### src/arr_pkg.sv
// Shared types and constants of the audio rate resampler.
// No dependencies; imported by every module of the block.
package arr_pkg;

	localparam int SMP_W     = 16;
	localparam int IDX_W     = 24;
	localparam int STEP_W    = 24;
	localparam int HALF_W    = 4;
	localparam int MU_W      = 24;
	localparam int POS_W     = 48;
	localparam int CFG_IDX_W = 3;

	localparam logic [IDX_W-1:0] IDX_MAX = '1;

	// Configuration register indexes
	localparam logic [CFG_IDX_W-1:0] CFG_STEP      = 3'd0;
	localparam logic [CFG_IDX_W-1:0] CFG_IN_16BIT  = 3'd1;
	localparam logic [CFG_IDX_W-1:0] CFG_OUT_8BIT  = 3'd2;
	localparam logic [CFG_IDX_W-1:0] CFG_BOX_HALF  = 3'd3;
	localparam logic [CFG_IDX_W-1:0] CFG_OUT_COUNT = 3'd4;

	// Live settings used by the back end
	typedef struct packed {
		logic             out_is_8bit;
		logic [IDX_W-1:0] out_count;
	} cfg_t;

	// One classified source word, front to back
	typedef struct packed {
		logic [SMP_W-1:0]  smp;
		logic [SMP_W-1:0]  prev;
		logic [IDX_W-1:0]  k;
		logic              last;
		logic              up;
		logic [STEP_W-1:0] step;
		logic [HALF_W-1:0] half;
	} job_t;

	typedef enum logic [1:0] {
		OP_EMIT  = 2'd0,
		OP_FLUSH = 2'd1,
		OP_MARK  = 2'd2
	} op_kind_t;

	// One datapath operation issued by the sequencer
	typedef struct packed {
		op_kind_t          kind;
		logic [SMP_W-1:0]  a;
		logic [SMP_W-1:0]  b;
		logic [MU_W-1:0]   mu;
		logic              init;
		logic              avg;
		logic [HALF_W-1:0] half;
		logic              fin;
	} op_t;

	typedef enum logic [4:0] {
		ST_IDLE   = 5'b00001,
		ST_LOOP_A = 5'b00010,
		ST_LOOP_B = 5'b00100,
		ST_FLUSH  = 5'b01000,
		ST_DONE   = 5'b10000
	} seq_state_t;

endpackage

### src/arr_fifo.sv
// Two-entry job queue between the front end and the sequencer.
// Depends on arr_pkg for job_t.
module arr_fifo
	import arr_pkg::*;
(
	input  logic clk,
	input  logic arst_n,
	input  logic push,
	input  job_t din,
	input  logic pop,
	output job_t dout,
	output logic full,
	output logic empty
);

	job_t       mem_q [0:1];
	logic       wr_q;
	logic       rd_q;
	logic [1:0] cnt_q;

	assign dout  = mem_q[rd_q];
	assign full  = (cnt_q == 2'd2);
	assign empty = (cnt_q == 2'd0);

	// Store a pushed word
	always_ff @(posedge clk) begin
		if (push) begin
			mem_q[wr_q] <= din;
		end
	end

	// Advance pointers and count
	always_ff @(posedge clk or negedge arst_n) begin
		if (!arst_n) begin
			wr_q  <= 1'b0;
			rd_q  <= 1'b0;
			cnt_q <= 2'd0;
		end else begin
			if (push) begin
				wr_q <= ~wr_q;
			end
			if (pop) begin
				rd_q <= ~rd_q;
			end
			if (push && !pop) begin
				cnt_q <= cnt_q + 2'd1;
			end else if (pop && !push) begin
				cnt_q <= cnt_q - 2'd1;
			end
		end
	end

endmodule

### src/arr_front.sv
// Front end: configuration registers, sample conversion and per-sound latching.
// Depends on arr_pkg; feeds classified words into the job queue.
module arr_front
	import arr_pkg::*;
#(
	parameter int FRAC_BITS      = 16,
	parameter int MAX_HALF_WIDTH = 4
) (
	input  logic                 clk,
	input  logic                 arst_n,
	input  logic                 in_valid,
	output logic                 in_stall,
	input  logic [SMP_W-1:0]     in_sample,
	input  logic                 in_last,
	input  logic                 cfg_valid,
	output logic                 cfg_ready,
	input  logic [CFG_IDX_W-1:0] cfg_index,
	input  logic [STEP_W-1:0]    cfg_data,
	input  logic                 q_full,
	output logic                 q_push,
	output job_t                 job,
	output cfg_t                 cfg
);

	localparam logic [STEP_W:0]   ONE_POS  = (STEP_W+1)'(1) << FRAC_BITS;
	localparam logic [STEP_W-1:0] MIN_STEP = STEP_W'(ONE_POS >> 4);

	logic [STEP_W-1:0] step_q;
	logic              in16_q;
	logic              out8_q;
	logic [2:0]        box_q;
	logic [IDX_W-1:0]  count_q;

	logic [IDX_W-1:0]  k_q;
	logic [SMP_W-1:0]  prev_q;
	logic [STEP_W-1:0] lstep_q;
	logic [HALF_W-1:0] lhalf_q;

	logic              accept;
	logic [SMP_W-1:0]  smp_c;
	logic [STEP_W-1:0] step_new;
	logic              up_new;
	logic [HALF_W-1:0] half_new;
	logic              first;

	assign cfg_ready = 1'b1;
	assign in_stall  = q_full;
	assign accept    = in_valid && !q_full;
	assign q_push    = accept;
	assign first     = (k_q == '0);

	assign cfg.out_is_8bit = out8_q;
	assign cfg.out_count   = count_q;

	// Scale the raw word to signed 16 bits
	assign smp_c = in16_q ? in_sample : {in_sample[7:0] ^ 8'h80, 8'h00};

	// Clamp step and half width for a new sound
	always_comb begin
		step_new = (step_q < MIN_STEP) ? MIN_STEP : step_q;
		up_new   = ({1'b0, step_new} < ONE_POS);
		if (!up_new) begin
			half_new = '0;
		end else if ({1'b0, box_q} > HALF_W'(MAX_HALF_WIDTH)) begin
			half_new = HALF_W'(MAX_HALF_WIDTH);
		end else begin
			half_new = {1'b0, box_q};
		end
	end

	always_comb begin
		job.smp  = smp_c;
		job.prev = prev_q;
		job.k    = k_q;
		job.last = in_last;
		job.step = first ? step_new : lstep_q;
		job.half = first ? half_new : lhalf_q;
		job.up   = ({1'b0, job.step} < ONE_POS);
	end

	// Write configuration registers
	always_ff @(posedge clk or negedge arst_n) begin
		if (!arst_n) begin
			step_q  <= 24'h010000;
			in16_q  <= 1'b1;
			out8_q  <= 1'b0;
			box_q   <= 3'd0;
			count_q <= 24'd1;
		end else if (cfg_valid && cfg_ready) begin
			unique case (cfg_index)
				CFG_STEP:      step_q  <= cfg_data;
				CFG_IN_16BIT:  in16_q  <= cfg_data[0];
				CFG_OUT_8BIT:  out8_q  <= cfg_data[0];
				CFG_BOX_HALF:  box_q   <= cfg_data[2:0];
				CFG_OUT_COUNT: count_q <= cfg_data;
				default: ;
			endcase
		end
	end

	// Track source index and previous word; latch step and width per sound
	always_ff @(posedge clk or negedge arst_n) begin
		if (!arst_n) begin
			k_q     <= '0;
			prev_q  <= '0;
			lstep_q <= STEP_W'(ONE_POS);
			lhalf_q <= '0;
		end else if (accept) begin
			if (first) begin
				lstep_q <= step_new;
				lhalf_q <= half_new;
			end
			if (in_last) begin
				k_q    <= '0;
				prev_q <= '0;
			end else begin
				prev_q <= smp_c;
				if (k_q != IDX_MAX) begin
					k_q <= k_q + IDX_W'(1);
				end
			end
		end
	end

endmodule

### src/arr_seq.sv
// Back-end sequencer: walks output positions for each queued word.
// Depends on arr_pkg; issues one datapath operation per cycle at most.
module arr_seq
	import arr_pkg::*;
#(
	parameter int FRAC_BITS = 16
) (
	input  logic             clk,
	input  logic             arst_n,
	input  logic             adv,
	input  logic             q_empty,
	output logic             q_pop,
	input  job_t             job,
	input  logic [IDX_W-1:0] out_count,
	output logic             op_valid,
	output op_t              op
);

	localparam int PI_W = POS_W - FRAC_BITS;

	seq_state_t        state_q;
	job_t              job_q;
	logic [POS_W-1:0]  pos_q;
	logic [IDX_W-1:0]  oidx_q;
	logic              fin_q;
	logic              finj_q;
	logic [HALF_W-1:0] fk_q;
	logic              op_valid_q;
	op_t               op_q;

	logic [PI_W-1:0]  pos_int;
	logic             hit_a;
	logic             hit_b;
	logic [IDX_W-1:0] oidx_inc;
	logic             reach;
	logic             flush_skip;
	logic             fl_avg;
	logic             fl_end;
	logic [POS_W-1:0] pos_inc;

	assign op_valid = op_valid_q;
	assign op       = op_q;
	assign q_pop    = adv && (state_q == ST_IDLE) && !q_empty;

	assign pos_int    = pos_q[POS_W-1:FRAC_BITS];
	assign hit_a      = !fin_q && (pos_int == PI_W'(job_q.k - IDX_W'(1)));
	assign hit_b      = !fin_q && (pos_int == PI_W'(job_q.k));
	assign oidx_inc   = oidx_q + IDX_W'(1);
	assign reach      = (oidx_inc >= out_count);
	assign pos_inc    = pos_q + POS_W'(job_q.step);
	assign flush_skip = (job_q.half == '0) || (oidx_q == '0);
	assign fl_avg     = (({1'b0, oidx_q} + (IDX_W+1)'(fk_q)) >= (IDX_W+1)'(job_q.half));
	assign fl_end     = (fk_q == job_q.half - HALF_W'(1));

	// Step through the output loops of the current word
	always_ff @(posedge clk or negedge arst_n) begin
		if (!arst_n) begin
			state_q    <= ST_IDLE;
			pos_q      <= '0;
			oidx_q     <= '0;
			fin_q      <= 1'b0;
			finj_q     <= 1'b0;
			fk_q       <= '0;
			op_valid_q <= 1'b0;
		end else if (adv) begin
			op_valid_q <= 1'b0;
			unique case (state_q)
				ST_IDLE: begin
					if (!q_empty) begin
						job_q  <= job;
						finj_q <= 1'b0;
						if (job.up && (job.k != '0)) begin
							state_q <= ST_LOOP_A;
						end else if (!job.up || job.last) begin
							state_q <= ST_LOOP_B;
						end else begin
							state_q <= ST_DONE;
						end
					end
				end
				ST_LOOP_A: begin
					if (hit_a) begin
						op_valid_q <= 1'b1;
						op_q.kind  <= OP_EMIT;
						op_q.a     <= job_q.prev;
						op_q.b     <= job_q.smp;
						op_q.mu    <= MU_W'(pos_q[FRAC_BITS-1:0]);
						op_q.init  <= (oidx_q == '0);
						op_q.avg   <= (oidx_q >= IDX_W'(job_q.half));
						op_q.half  <= job_q.half;
						op_q.fin   <= 1'b0;
						pos_q      <= pos_inc;
						oidx_q     <= oidx_inc;
						if (reach) begin
							fk_q    <= '0;
							state_q <= ST_FLUSH;
						end
					end else begin
						state_q <= job_q.last ? ST_LOOP_B : ST_DONE;
					end
				end
				ST_LOOP_B: begin
					if (hit_b) begin
						op_valid_q <= 1'b1;
						op_q.kind  <= OP_EMIT;
						op_q.a     <= job_q.smp;
						op_q.b     <= job_q.smp;
						op_q.mu    <= '0;
						op_q.init  <= (oidx_q == '0);
						op_q.avg   <= (oidx_q >= IDX_W'(job_q.half));
						op_q.half  <= job_q.half;
						op_q.fin   <= 1'b0;
						pos_q      <= pos_inc;
						oidx_q     <= oidx_inc;
						if (reach) begin
							fk_q    <= '0;
							state_q <= ST_FLUSH;
						end
					end else begin
						fk_q    <= '0;
						state_q <= (job_q.last && !fin_q) ? ST_FLUSH : ST_DONE;
					end
				end
				ST_FLUSH: begin
					if (flush_skip) begin
						fin_q   <= 1'b1;
						finj_q  <= 1'b1;
						state_q <= ST_DONE;
					end else begin
						op_valid_q <= 1'b1;
						op_q.kind  <= OP_FLUSH;
						op_q.a     <= '0;
						op_q.b     <= '0;
						op_q.mu    <= '0;
						op_q.init  <= 1'b0;
						op_q.avg   <= fl_avg;
						op_q.half  <= job_q.half;
						op_q.fin   <= 1'b0;
						fk_q       <= fk_q + HALF_W'(1);
						if (fl_end) begin
							fin_q   <= 1'b1;
							finj_q  <= 1'b1;
							state_q <= ST_DONE;
						end
					end
				end
				ST_DONE: begin
					op_valid_q <= 1'b1;
					op_q.kind  <= OP_MARK;
					op_q.a     <= '0;
					op_q.b     <= '0;
					op_q.mu    <= '0;
					op_q.init  <= 1'b0;
					op_q.avg   <= 1'b0;
					op_q.half  <= job_q.half;
					op_q.fin   <= finj_q;
					if (job_q.last) begin
						pos_q  <= '0;
						oidx_q <= '0;
						fin_q  <= 1'b0;
					end
					state_q <= ST_IDLE;
				end
				default: state_q <= ST_IDLE;
			endcase
		end
	end

endmodule

### src/arr_dpath.sv
// Back-end datapath: interpolation, moving average, word hold and output register.
// Depends on arr_pkg; consumes operations from arr_seq.
module arr_dpath
	import arr_pkg::*;
#(
	parameter int FRAC_BITS      = 16,
	parameter int MAX_HALF_WIDTH = 4
) (
	input  logic                    clk,
	input  logic                    arst_n,
	input  logic                    op_valid,
	input  op_t                     op,
	input  logic                    out8,
	input  logic                    out_stall,
	output logic                    adv,
	output logic                    out_valid,
	output logic signed [SMP_W-1:0] out_sample,
	output logic                    run_last,
	output logic                    sound_done
);

	localparam int PROD_W = SMP_W + 2 + FRAC_BITS;
	localparam int WIN_D  = 2 * MAX_HALF_WIDTH + 1;
	localparam int L_W    = $clog2(WIN_D);
	localparam int WIDX_W = $clog2(WIN_D);
	localparam int HIDX_W = $clog2(MAX_HALF_WIDTH + 1);
	localparam int SUM_W  = SMP_W + L_W;
	localparam int SH     = SUM_W + L_W;
	localparam int P5_W   = SUM_W + SH + 1;

	// Reciprocals of the window lengths, exact for all sums in range
	logic [SH:0] recip [0:MAX_HALF_WIDTH];
	for (genvar g = 0; g <= MAX_HALF_WIDTH; g++) begin : g_recip
		localparam longint unsigned RV = ((64'd1 << SH) / (2 * g + 1)) + 1;
		assign recip[g] = (SH+1)'(RV);
	end

	logic                     vld_s2;
	op_t                      op_s2;
	logic signed [PROD_W-1:0] prod_s2;
	logic                     vld_s3;
	op_t                      op_s3;
	logic [SMP_W-1:0]         val_s3;
	logic                     res_s4;
	logic                     mark_s4;
	logic                     fin_s4;
	logic signed [SUM_W-1:0]  sum_s4;
	logic [HALF_W-1:0]        half_s4;
	logic                     res_s5;
	logic                     mark_s5;
	logic                     fin_s5;
	logic                     neg_s5;
	logic [P5_W-1:0]          prod_s5;

	logic [SMP_W-1:0]        win_q [0:WIN_D-1];
	logic [SMP_W-1:0]        win_n [0:WIN_D-1];
	logic signed [SUM_W-1:0] wsum_q;

	logic                     hold_v_q;
	logic [SMP_W-1:0]         hold_q;
	logic                     out_valid_q;
	logic [SMP_W-1:0]         out_sample_q;
	logic                     run_last_q;
	logic                     sound_done_q;

	logic signed [SMP_W:0]    diff_c;
	logic signed [MU_W:0]     mu_c;
	logic signed [PROD_W-1:0] prod_c;
	logic signed [PROD_W-1:0] num_c;
	logic signed [PROD_W-1:0] num_adj;
	logic [WIDX_W-1:0]        w_idx;
	logic [SMP_W-1:0]         u_c;
	logic signed [SUM_W-1:0]  u_ext;
	logic signed [SUM_W-1:0]  w0_ext;
	logic signed [SUM_W-1:0]  dcnt;
	logic signed [SUM_W-1:0]  sum_new;
	logic                     win_upd;
	logic [SUM_W-1:0]         mag_c;
	logic [SMP_W:0]           q_c;
	logic [SMP_W:0]           sq_c;
	logic [SMP_W-1:0]         res_val;

	assign adv        = !out_valid_q || !out_stall;
	assign out_valid  = out_valid_q;
	assign out_sample = out_sample_q;
	assign run_last   = run_last_q;
	assign sound_done = sound_done_q;

	// Stage 2: slope times fraction
	assign diff_c = $signed({op.b[SMP_W-1], op.b}) - $signed({op.a[SMP_W-1], op.a});
	assign mu_c   = $signed({1'b0, MU_W'(op.mu[FRAC_BITS-1:0])});
	assign prod_c = diff_c * mu_c;

	always_ff @(posedge clk or negedge arst_n) begin
		if (!arst_n) begin
			vld_s2 <= 1'b0;
		end else if (adv) begin
			vld_s2 <= op_valid;
		end
	end

	always_ff @(posedge clk) begin
		if (adv) begin
			op_s2   <= op;
			prod_s2 <= prod_c;
		end
	end

	// Stage 3: add base and truncate toward zero
	assign num_c   = $signed({{(PROD_W-SMP_W-FRAC_BITS){op_s2.a[SMP_W-1]}}, op_s2.a,
		{FRAC_BITS{1'b0}}}) + prod_s2;
	assign num_adj = num_c + (num_c[PROD_W-1]
		? $signed({{(PROD_W-FRAC_BITS){1'b0}}, {FRAC_BITS{1'b1}}}) : '0);

	always_ff @(posedge clk or negedge arst_n) begin
		if (!arst_n) begin
			vld_s3 <= 1'b0;
		end else if (adv) begin
			vld_s3 <= vld_s2;
		end
	end

	always_ff @(posedge clk) begin
		if (adv) begin
			op_s3  <= op_s2;
			val_s3 <= num_adj[FRAC_BITS +: SMP_W];
		end
	end

	// Stage 4: moving-average window
	assign w_idx   = WIDX_W'({op_s3.half, 1'b0});
	assign u_c     = (op_s3.kind == OP_FLUSH) ? win_q[w_idx]
		: (out8 ? {val_s3[SMP_W-1:8], 8'h00} : val_s3);
	assign u_ext   = $signed({{(SUM_W-SMP_W){u_c[SMP_W-1]}}, u_c});
	assign w0_ext  = $signed({{(SUM_W-SMP_W){win_q[0][SMP_W-1]}}, win_q[0]});
	assign dcnt    = $signed(SUM_W'({op_s3.half, 1'b1}));
	assign win_upd = vld_s3 && (op_s3.kind != OP_MARK);

	always_comb begin
		if ((op_s3.kind == OP_EMIT) && op_s3.init) begin
			sum_new = u_ext * dcnt;
		end else begin
			sum_new = wsum_q + u_ext - w0_ext;
		end
		for (int i = 0; i < WIN_D; i++) begin
			win_n[i] = win_q[i];
			if ((op_s3.kind == OP_EMIT) && op_s3.init) begin
				win_n[i] = u_c;
			end else if (WIDX_W'(i) == w_idx) begin
				win_n[i] = u_c;
			end else if (WIDX_W'(i) < w_idx) begin
				win_n[i] = win_q[(i + 1) % WIN_D];
			end
		end
	end

	always_ff @(posedge clk) begin
		if (adv && win_upd) begin
			win_q  <= win_n;
			wsum_q <= sum_new;
		end
		if (adv) begin
			sum_s4  <= sum_new;
			half_s4 <= op_s3.half;
			fin_s4  <= op_s3.fin;
		end
	end

	always_ff @(posedge clk or negedge arst_n) begin
		if (!arst_n) begin
			res_s4  <= 1'b0;
			mark_s4 <= 1'b0;
		end else if (adv) begin
			res_s4  <= win_upd && op_s3.avg;
			mark_s4 <= vld_s3 && (op_s3.kind == OP_MARK);
		end
	end

	// Stage 5: divide by window length through its reciprocal
	assign mag_c = sum_s4[SUM_W-1] ? SUM_W'(-sum_s4) : SUM_W'(sum_s4);

	always_ff @(posedge clk) begin
		if (adv) begin
			neg_s5  <= sum_s4[SUM_W-1];
			fin_s5  <= fin_s4;
			prod_s5 <= P5_W'(mag_c) * P5_W'(recip[half_s4[HIDX_W-1:0]]);
		end
	end

	always_ff @(posedge clk or negedge arst_n) begin
		if (!arst_n) begin
			res_s5  <= 1'b0;
			mark_s5 <= 1'b0;
		end else if (adv) begin
			res_s5  <= res_s4;
			mark_s5 <= mark_s4;
		end
	end

	// Restore sign and quantize
	assign q_c     = prod_s5[SH +: SMP_W+1];
	assign sq_c    = neg_s5 ? (SMP_W+1)'(-q_c) : q_c;
	assign res_val = out8 ? {{8{sq_c[SMP_W-1]}}, sq_c[SMP_W-1:8]} : sq_c[SMP_W-1:0];

	// Hold one word until the next one or the end mark shows its flags
	always_ff @(posedge clk or negedge arst_n) begin
		if (!arst_n) begin
			hold_v_q     <= 1'b0;
			hold_q       <= '0;
			out_valid_q  <= 1'b0;
			out_sample_q <= '0;
			run_last_q   <= 1'b0;
			sound_done_q <= 1'b0;
		end else if (adv) begin
			out_valid_q <= 1'b0;
			if (res_s5) begin
				if (hold_v_q) begin
					out_valid_q  <= 1'b1;
					out_sample_q <= hold_q;
					run_last_q   <= 1'b0;
					sound_done_q <= 1'b0;
				end
				hold_q   <= res_val;
				hold_v_q <= 1'b1;
			end else if (mark_s5 && hold_v_q) begin
				out_valid_q  <= 1'b1;
				out_sample_q <= hold_q;
				run_last_q   <= 1'b1;
				sound_done_q <= fin_s5;
				hold_v_q     <= 1'b0;
			end
		end
	end

endmodule

### src/audio_rate_resampler_top.sv
// Audio rate resampler: linear interpolation / decimation with moving average.
// Source words enter on the in channel (valid/stall); each accepted word yields
// zero or more output words on the out channel (valid/stall). The last output
// word of an input carries run_last; the final word of a sound carries
// sound_done. Settings are written on the cfg channel (valid/ready, always
// ready); the user must write them only while the block is idle, and the block
// does not enforce this. Step and half width are taken at the first word of each sound.
// The sequencer takes a queued word, walks its output positions, issuing one per
// cycle while the output is not stalled, then flushes the averaging tail if the
// word ends a sound and closes the word with an end mark. A two-entry queue
// decouples the input from the sequencer.
// An output word passes datapath stages 2 to 5 and the word hold, and leaves once
// the next word of the same input or the end of that input's run is known.
// Reset clears all sound state and restores register defaults. A stalled
// output freezes the whole back end; input stalls once the queue is full.
module audio_rate_resampler_top
	import arr_pkg::*;
#(
	parameter int FRAC_BITS      = 16,
	parameter int MAX_HALF_WIDTH = 4
) (
	input  logic                    clk,
	input  logic                    arst_n,
	input  logic                    in_valid,
	output logic                    in_stall,
	input  logic [SMP_W-1:0]        in_sample,
	input  logic                    in_last,
	output logic                    out_valid,
	input  logic                    out_stall,
	output logic signed [SMP_W-1:0] out_sample,
	output logic                    run_last,
	output logic                    sound_done,
	input  logic                    cfg_valid,
	output logic                    cfg_ready,
	input  logic [CFG_IDX_W-1:0]    cfg_index,
	input  logic [STEP_W-1:0]       cfg_data
);

	job_t job_in;
	job_t job_out;
	cfg_t cfg;
	logic q_push;
	logic q_pop;
	logic q_full;
	logic q_empty;
	logic adv;
	logic op_valid;
	op_t  op;

	arr_front #(
		.FRAC_BITS     (FRAC_BITS),
		.MAX_HALF_WIDTH(MAX_HALF_WIDTH)
	) u_front (
		.clk      (clk),
		.arst_n   (arst_n),
		.in_valid (in_valid),
		.in_stall (in_stall),
		.in_sample(in_sample),
		.in_last  (in_last),
		.cfg_valid(cfg_valid),
		.cfg_ready(cfg_ready),
		.cfg_index(cfg_index),
		.cfg_data (cfg_data),
		.q_full   (q_full),
		.q_push   (q_push),
		.job      (job_in),
		.cfg      (cfg)
	);

	arr_fifo u_fifo (
		.clk   (clk),
		.arst_n(arst_n),
		.push  (q_push),
		.din   (job_in),
		.pop   (q_pop),
		.dout  (job_out),
		.full  (q_full),
		.empty (q_empty)
	);

	arr_seq #(
		.FRAC_BITS(FRAC_BITS)
	) u_seq (
		.clk      (clk),
		.arst_n   (arst_n),
		.adv      (adv),
		.q_empty  (q_empty),
		.q_pop    (q_pop),
		.job      (job_out),
		.out_count(cfg.out_count),
		.op_valid (op_valid),
		.op       (op)
	);

	arr_dpath #(
		.FRAC_BITS     (FRAC_BITS),
		.MAX_HALF_WIDTH(MAX_HALF_WIDTH)
	) u_dpath (
		.clk       (clk),
		.arst_n    (arst_n),
		.op_valid  (op_valid),
		.op        (op),
		.out8      (cfg.out_is_8bit),
		.out_stall (out_stall),
		.adv       (adv),
		.out_valid (out_valid),
		.out_sample(out_sample),
		.run_last  (run_last),
		.sound_done(sound_done)
	);

endmodule

### config.mk
export PLATFORM = sky130hd
export DESIGN_NAME = audio_rate_resampler_top
export DESIGN_NICKNAME = d
export VERILOG_FILES = /design/src/arr_pkg.sv /design/src/arr_fifo.sv /design/src/arr_front.sv /design/src/arr_seq.sv /design/src/arr_dpath.sv /design/src/audio_rate_resampler_top.sv
export SDC_FILE = /design/constraint.sdc
export NUM_CORES = 2
export LEC_CHECK = 0
export CORE_MARGIN = 2
export CORE_UTILIZATION = 50
export CTS_BUF_LIST = sky130_fd_sc_hd__clkbuf_8
export DETAILED_ROUTE_END_ITERATION = 10
export DONT_BUFFER_PORTS = 1
export GPL_TIMING_DRIVEN = 0
export PLACE_DENSITY = 0.72
export SETUP_SLACK_MARGIN = 0.4
export SYNTH_ARGS = -nofsm -noshare
export SYNTH_HDL_FRONTEND = slang
export SYNTH_SLANG_ARGS = --single-unit
### constraint.sdc
create_clock -name clk -period 10.63 [get_ports clk]
set_input_delay 0.5315 -clock clk [delete_from_list [all_inputs] [get_ports clk]]
set_output_delay 0.5315 -clock clk [all_outputs]
set_load 0.03 [all_outputs]
Yosys cells after proc, flatten, opt, wreduce, memory -nomap -nowiden:

Memory sizes are Yosys's and may differ from the RTL's.
Index checks and enable logic that the tools add are counted.

* add/sub/neg operators: 16
* multipliers: 3
* $lt $le $gt $ge: 18
* eq/ne operators: 28
* muxes and demuxes: 99
* bitwise logic cells: 6
* reductions and logical operators: 76

Operator list (number)
* $mux 16: 33
* $pmux 65 s4: 1
* $mux 65: 3
* $mux 24: 7
* $mux 48: 3
* $pmux 48 s3: 1
* $pmux 24 s3: 1
* $bmux 16 s4: 1
* $mux 25: 2
* $mux 5: 10
* $add 24x1->24 const B: 2
* $add 48x24->48: 1
* $logic_not 24->1: 2
* $lt 24x17->1 const B: 2
* $mul 20x25->40: 1
* $mux 20: 2
* $add 32x34->34: 1
* $mul 17x17->34: 1
* $reduce_and 2->1: 17
* $add 32x32->32: 1
* $eq 32x24->1: 1
* $eq 32x32->1: 1
* $add 24x4->25: 1
* $ge 25x4->1: 1
* 66 further kinds: 150

* flip-flop bits (word level): 707
* memory bits (writable): 172
* bits in read-only memories: 200
* bits of input ports: 49
* output and inout port bits: 21
* logic and storage cells: 322
* memories kept: 2

Memories
* (no name shown): words 8, width 25, read ports 1, clocked after Yosys merged registers in 0, wr ports 0, line arr_dpath.sv:186 `prod_s5 <= P5_W'(mag_c) * P5_W'(recip[half_s4[HIDX_W-1:0]]);`
* u_fifo.mem_q: words 2, width 86, read ports 1, clocked after Yosys merged registers in 0, wr ports 1, line arr_fifo.sv:16 `job_t mem_q [0:1];`

Depth between registers and ports, before layout:

* depth in word-level cells: 8
* gate-level depth with buffers: 35
* gate-level depth less buffers: 34

Cells and area by module:

Synthesis repeated with hierarchy kept, for this count alone.

* cells, all modules: 6457
* area, all modules: 68434.4 um^2

By module, submodules not included
* arr_dpath: times used 1, cells each 4403, area each 43175.2 um^2, sequential area each 9759.4 um^2
* arr_seq: times used 1, cells each 1299, area each 12986.2 um^2, sequential area each 6367.4 um^2
* arr_fifo: times used 1, cells each 284, area each 6513.7 um^2, sequential area each 5265.0 um^2
* arr_front: times used 1, cells each 471, area each 5759.3 um^2, sequential area each 3032.9 um^2

Worst setup path after synthesis:

Ideal clock, no wire load.

* path kind: register -> register
* from: register u_dpath.sum_s4[5]
* to: register u_dpath.prod_s5[38] (data pin)
* library setup time: 258 ps
* arrival: 8414 ps
* required time: 10372 ps
* setup slack: 1959 ps
* cell stages (with the launch flop): 27
* buffers on the path: 1
* clock period less this slack: 8671 ps
* cells stage by stage: edfxtp_1 or4_1 nor4_1 nand2b_1 or3_1 or4b_2 clkbuf_1 nor2_1 fa_1 fa_1 fa_1 fa_1 fa_1 fa_1 inv_1 fa_1 inv_1 ha_1 a21oi_1 o21ai_0 nor3_1 o21ai_0 o31ai_1 a21oi_1 a211o_1 a21oi_1 xnor2_1

* word-level cells in the longest chain between the ends: 3

RTL lines
* start: declaration: line arr_dpath.sv:47 `logic signed [SUM_W-1:0] sum_s4;`
* start signal: assignment: line arr_dpath.sv:163 `sum_s4 <= sum_new;`
* $neg 20->20: line arr_dpath.sv:180 `assign mag_c = sum_s4[SUM_W-1] ? SUM_W'(-sum_s4) : SUM_W'(sum_s4);`
* $mux 20 *: line arr_dpath.sv:180
* $mul 20x25->40 *: line arr_dpath.sv:186
* end signal: assignment: line arr_dpath.sv:186
* end: declaration: line arr_dpath.sv:53 `logic [P5_W-1:0] prod_s5;`

Every way passes the cells marked *; elsewhere a longest branch is shown, timed or not.
A chain may end at the register's enable or synchronous reset.

Worst setup path after layout:

Ends and elaborated chain as after synthesis.

==> summary.md <==
| Metric | Value |
|---|---|
| # DRC | 0 |
| Skew-Pair Late Insertion Delay | 0.88 ns |
| Setup Slack @ Placement | 0.129 ns |
| Gpl congestion | 0.956 |
| Post-synth EDFFs | 604 |
| Largest net degree at the start of global routing | 252 |
| Clk slew on worst S/H paths | 0.07 ns |
| CTS tree | built |
| Final net count | 7,821 |
| H-tree levels | 4 |
| Relative slew slack | 0.142 |
| Arrival time worst endpoint | 10.49 ns |
| Clk buf depth | 3 |
| # fillers | 11,257 |
| Synthesized cell area | 67,500 um2 |
| Core area | 134,000 um2 |
| Status | complete, no violations |
| CP max FO | 7 |
| First-pass GRT wire length | 287,000 um |
| Placed cell area | 70,100 um2 |
| Vias | 48,851 |
| ANT nets after route | 0 |
| Seq/Total Area, Yosys | 0.362 |
| Die area | 138,000 um2 |
| TritonRoute pass-1 iters | 9 |
| Num CTS Buffers | 140 |
| HPWL after DPL | 141,000 um |
| Synth top area share | 0.269 |
| Final setup skew | 0.0698 ns |
| Layout Cells excl Fill | 8,598 |
| Setup Buffers After CTS | 0 |
| # setup viols final | 0 |
| Tcrit/Tclk final | 0.933 |
| CP most frequent cell | fa_1 |
| Initial antenna violation count | 18 |
| Max-slew violations | 0 |
| Main synth FF type | edfxtp_1 |
| WL per Instance | 21.2 um |
| Vias per inst | 5.68 |
| Final WS setup | 0.709 ns |
| DP Cell Count | 8,262 |
| CP Capture Type | register |
| Worst path top cell family by delay | adder cells |
| Die extent in x | 371 um |
| Die Height | 371 um |
| Crit path buf inv count | 4 |
| Synth area leader | edfxtp_1 |
| Root buffer cell | clkbuf_8 |
| Hold Crit Class | input port to register |
| IO Pins | 70 |
| Fin area | 73,800 um2 |
| Worst-margin pin slew | 1.28 ns |
| GRT Total Usage | 0.271 |
| Slowest stage delay, CP | 0.74 ns |
| Layout cell share with drive strength beyond 1 | 0.0707 |
| Flop2flop setup slack | 0.71 ns |
| Ys Warns | 0 |
| Final hold vios | 0 |
| # rows | 134 |
| CTS Sinks | 855 |
| # port buffers | 0 |
| Max_cap viols | 0 |
| Mapped Cells | 6,476 |
| Distinct cells, synth | 90 |
| Max Freq | 101 MHz |
| Critical path class | register to register |
| Post-layout min period | 9.92 ns |
| RSZ-0062 raised after global routing | true |
| CP max-delay cell | xnor2_1 |
| Starting Density | 0.505 |
| Setup crit start kind | register |
| Worst EP required | 11.20 ns |
| Async SR Flop Fraction | 0.294 |
| Total gr overflow | 0 |
| Routed WL | 182,000 um |
| Syn Area/Cell | 10.4 um2 |
| Initial DRC Count | 4,147 |
| Syn_nets | 7,614 |
| Ranking of synthesized cells by area | edfxtp_1 27%, fa_1 20%, dfrtp_1 9.1% |
| Vias in the first global route | 50,581 |
| #FFs+latches synth | 855 |
| Synthesis-to-finish area growth | 9.42% |
[Yosys cell counts (6+ instances only)]
| cell | n |
|---|---|
| nor3_1 | 56 |
| buf_1 | 15 |
| a211oi_1 | 30 |
| ha_1 | 413 |
| a21o_1 | 125 |
| clkbuf_1 | 244 |
| nor4_1 | 43 |
| fa_1 | 676 |
| xor2_1 | 109 |
| mux2_2 | 165 |
| nor2b_1 | 77 |
| xnor2_1 | 175 |
| o31a_1 | 9 |
| o21ai_0 | 338 |
| edfxtp_1 | 604 |
| mux2i_1 | 16 |
| and4_1 | 11 |
| or4_1 | 30 |
| mux4_2 | 16 |
| a22oi_1 | 10 |
| a22o_1 | 12 |
| a31o_2 | 8 |
| nand2_1 | 787 |
| o22a_1 | 8 |
| dfrtp_1 | 246 |
| nand3_1 | 137 |
| and3_1 | 78 |
| o21a_1 | 27 |
| o211ai_1 | 23 |
| nand3b_1 | 10 |
| o21bai_1 | 17 |
| nor3b_1 | 6 |
| o41ai_1 | 16 |
| a31oi_1 | 27 |
| o31ai_1 | 62 |
| nand2b_1 | 65 |
| a21boi_0 | 6 |
| or2_2 | 11 |
| nand4_1 | 25 |
| or3_1 | 31 |
| nor2_1 | 350 |
| inv_1 | 951 |
| and2_1 | 139 |
| a211o_1 | 9 |
| a21oi_1 | 167 |
[repair_timing]
action	in CTS	in global routing
gates resized for setup	3	17
hold buffers	46	0
setup endpoints to repair	7	14
hold endpoints to repair	352	0
[per-layer routing]
metal | GRT usage | part of all wire | up-vias
li1 | - | - | 22036
met1 | 0.353 | 0.40 | 24240
met2 | 0.441 | 0.47 | 2088
met3 | 0.0521 | 0.079 | 481
met4 | 0.118 | 0.048 | 6
met5 | 0 | 0.00022 | -
[worst paths after layout]
check | startpoint | to | depth (start not counted)
setup / recovery | u_dpath.sum_s4[5]$_DFFE_PN_ | u_dpath.prod_s5[38]$_DFFE_PN_ | 28
hold / removal | arst_n | u_seq.job_q[47]$_DFFE_PP_ | 2
setup reg to reg | u_dpath.sum_s4[5]$_DFFE_PN_ | u_dpath.prod_s5[38]$_DFFE_PN_ | 28
hold reg to reg | u_seq.op[6]$_DFFE_PP_ | u_dpath.op_s2[6]$_DFFE_PN_ | 0
max in group asynchronous | arst_n | u_dpath.out_sample[10]$_DFFE_PN0P_ | 3
min in group asynchronous | arst_n | u_front.prev_q[14]$_DFFE_PN0P_ | 2
[sequential cells by signal, indices dropped and copies added, names as in the netlist, 20 cells and up]
name / flops
u_seq.oidx_q: 24
u_front.step_q: 24
u_seq.job_q: 85
u_front.count_q: 24
u_dpath.op_s2: 25
u_dpath.prod_s2: 34
u_front.lstep_q: 24
u_seq.pos_q: 48
u_dpath.sum_s4: 20
u_front.k_q: 24
u_seq.op: 57
u_fifo.mem_q: 172
u_dpath.wsum_q: 20
u_dpath.win_q: 128
[cells by family after synthesis]
group	count (synthesis)	share of synthesized area
simple gates	1880	0.131
mux	197	0.0353
xor+xnor	284	0.0369
flops	855	0.362
fa+ha+maj	1089	0.277
compound gates	949	0.0893
buf+inv	1221	0.0682
other cells	1	0.0000556
[final cells by class]
| cell class | count | area [um2] | share of cell area |
|---|---|---|---|
| diodes | 28 | 70.1 | 0.000949 |
| plain buffers | 267 | 1030 | 0.0139 |
| clock buffers | 158 | 2170 | 0.0295 |
| clock inverters | 103 | 863 | 0.0117 |
| inverters | 954 | 3580 | 0.0485 |
| multi-input cells | 4400 | 38600 | 0.523 |
| flip-flops and latches | 855 | 24400 | 0.331 |
| well taps | 1768 | 2210 | 0.0300 |
| repair buffers | 65 | 857 | 0.0116 |
[cell usage in the layout (no fill, tap or decap), types with 15 or more instances in the layout]
master         count
or4_1             30
diode_2           28
nor4_1            43
fa_1             676
xor2_1           106
and3_1            78
nand4_1           25
o31ai_1           60
a21oi_1          163
clkbuf_1         241
mux4_2            16
nand2_1          787
inv_1            993
mux2i_1           15
o21a_1            27
and2_1           138
nor2_1           345
o21ai_0          338
clkinv_1          24
clkbuf_8         158
o41ai_1           15
o211ai_1          23
a21o_1           125
o21bai_1          17
ha_1             413
nor2b_1           77
edfxtp_1         604
nand3_1          137
nand2b_1          65
or3_1             31
dfrtp_1          246
mux2_2           165
nor3_1            54
xnor2_1          171
a31oi_1           24
dlygate4sd3_1     45
a211oi_1          29
buf_1             15
[per-stage QoR]
stage | hold slack (ns) | utilization | TNS (ns)
global route | 0.0615 | 0.552 | 0
detailed placement | 0.249 | 0.525 | 0
global placement | 0.253 | 0.521 | -126.78
floorplan | 0.236 | - | 0
finish | 0.0777 | 0.553 | 0
CTS | 0.00660 | 0.551 | 0
Power is not shown: default switching activity piles up to over one toggle a cycle in this logic, so the estimate is an artifact.
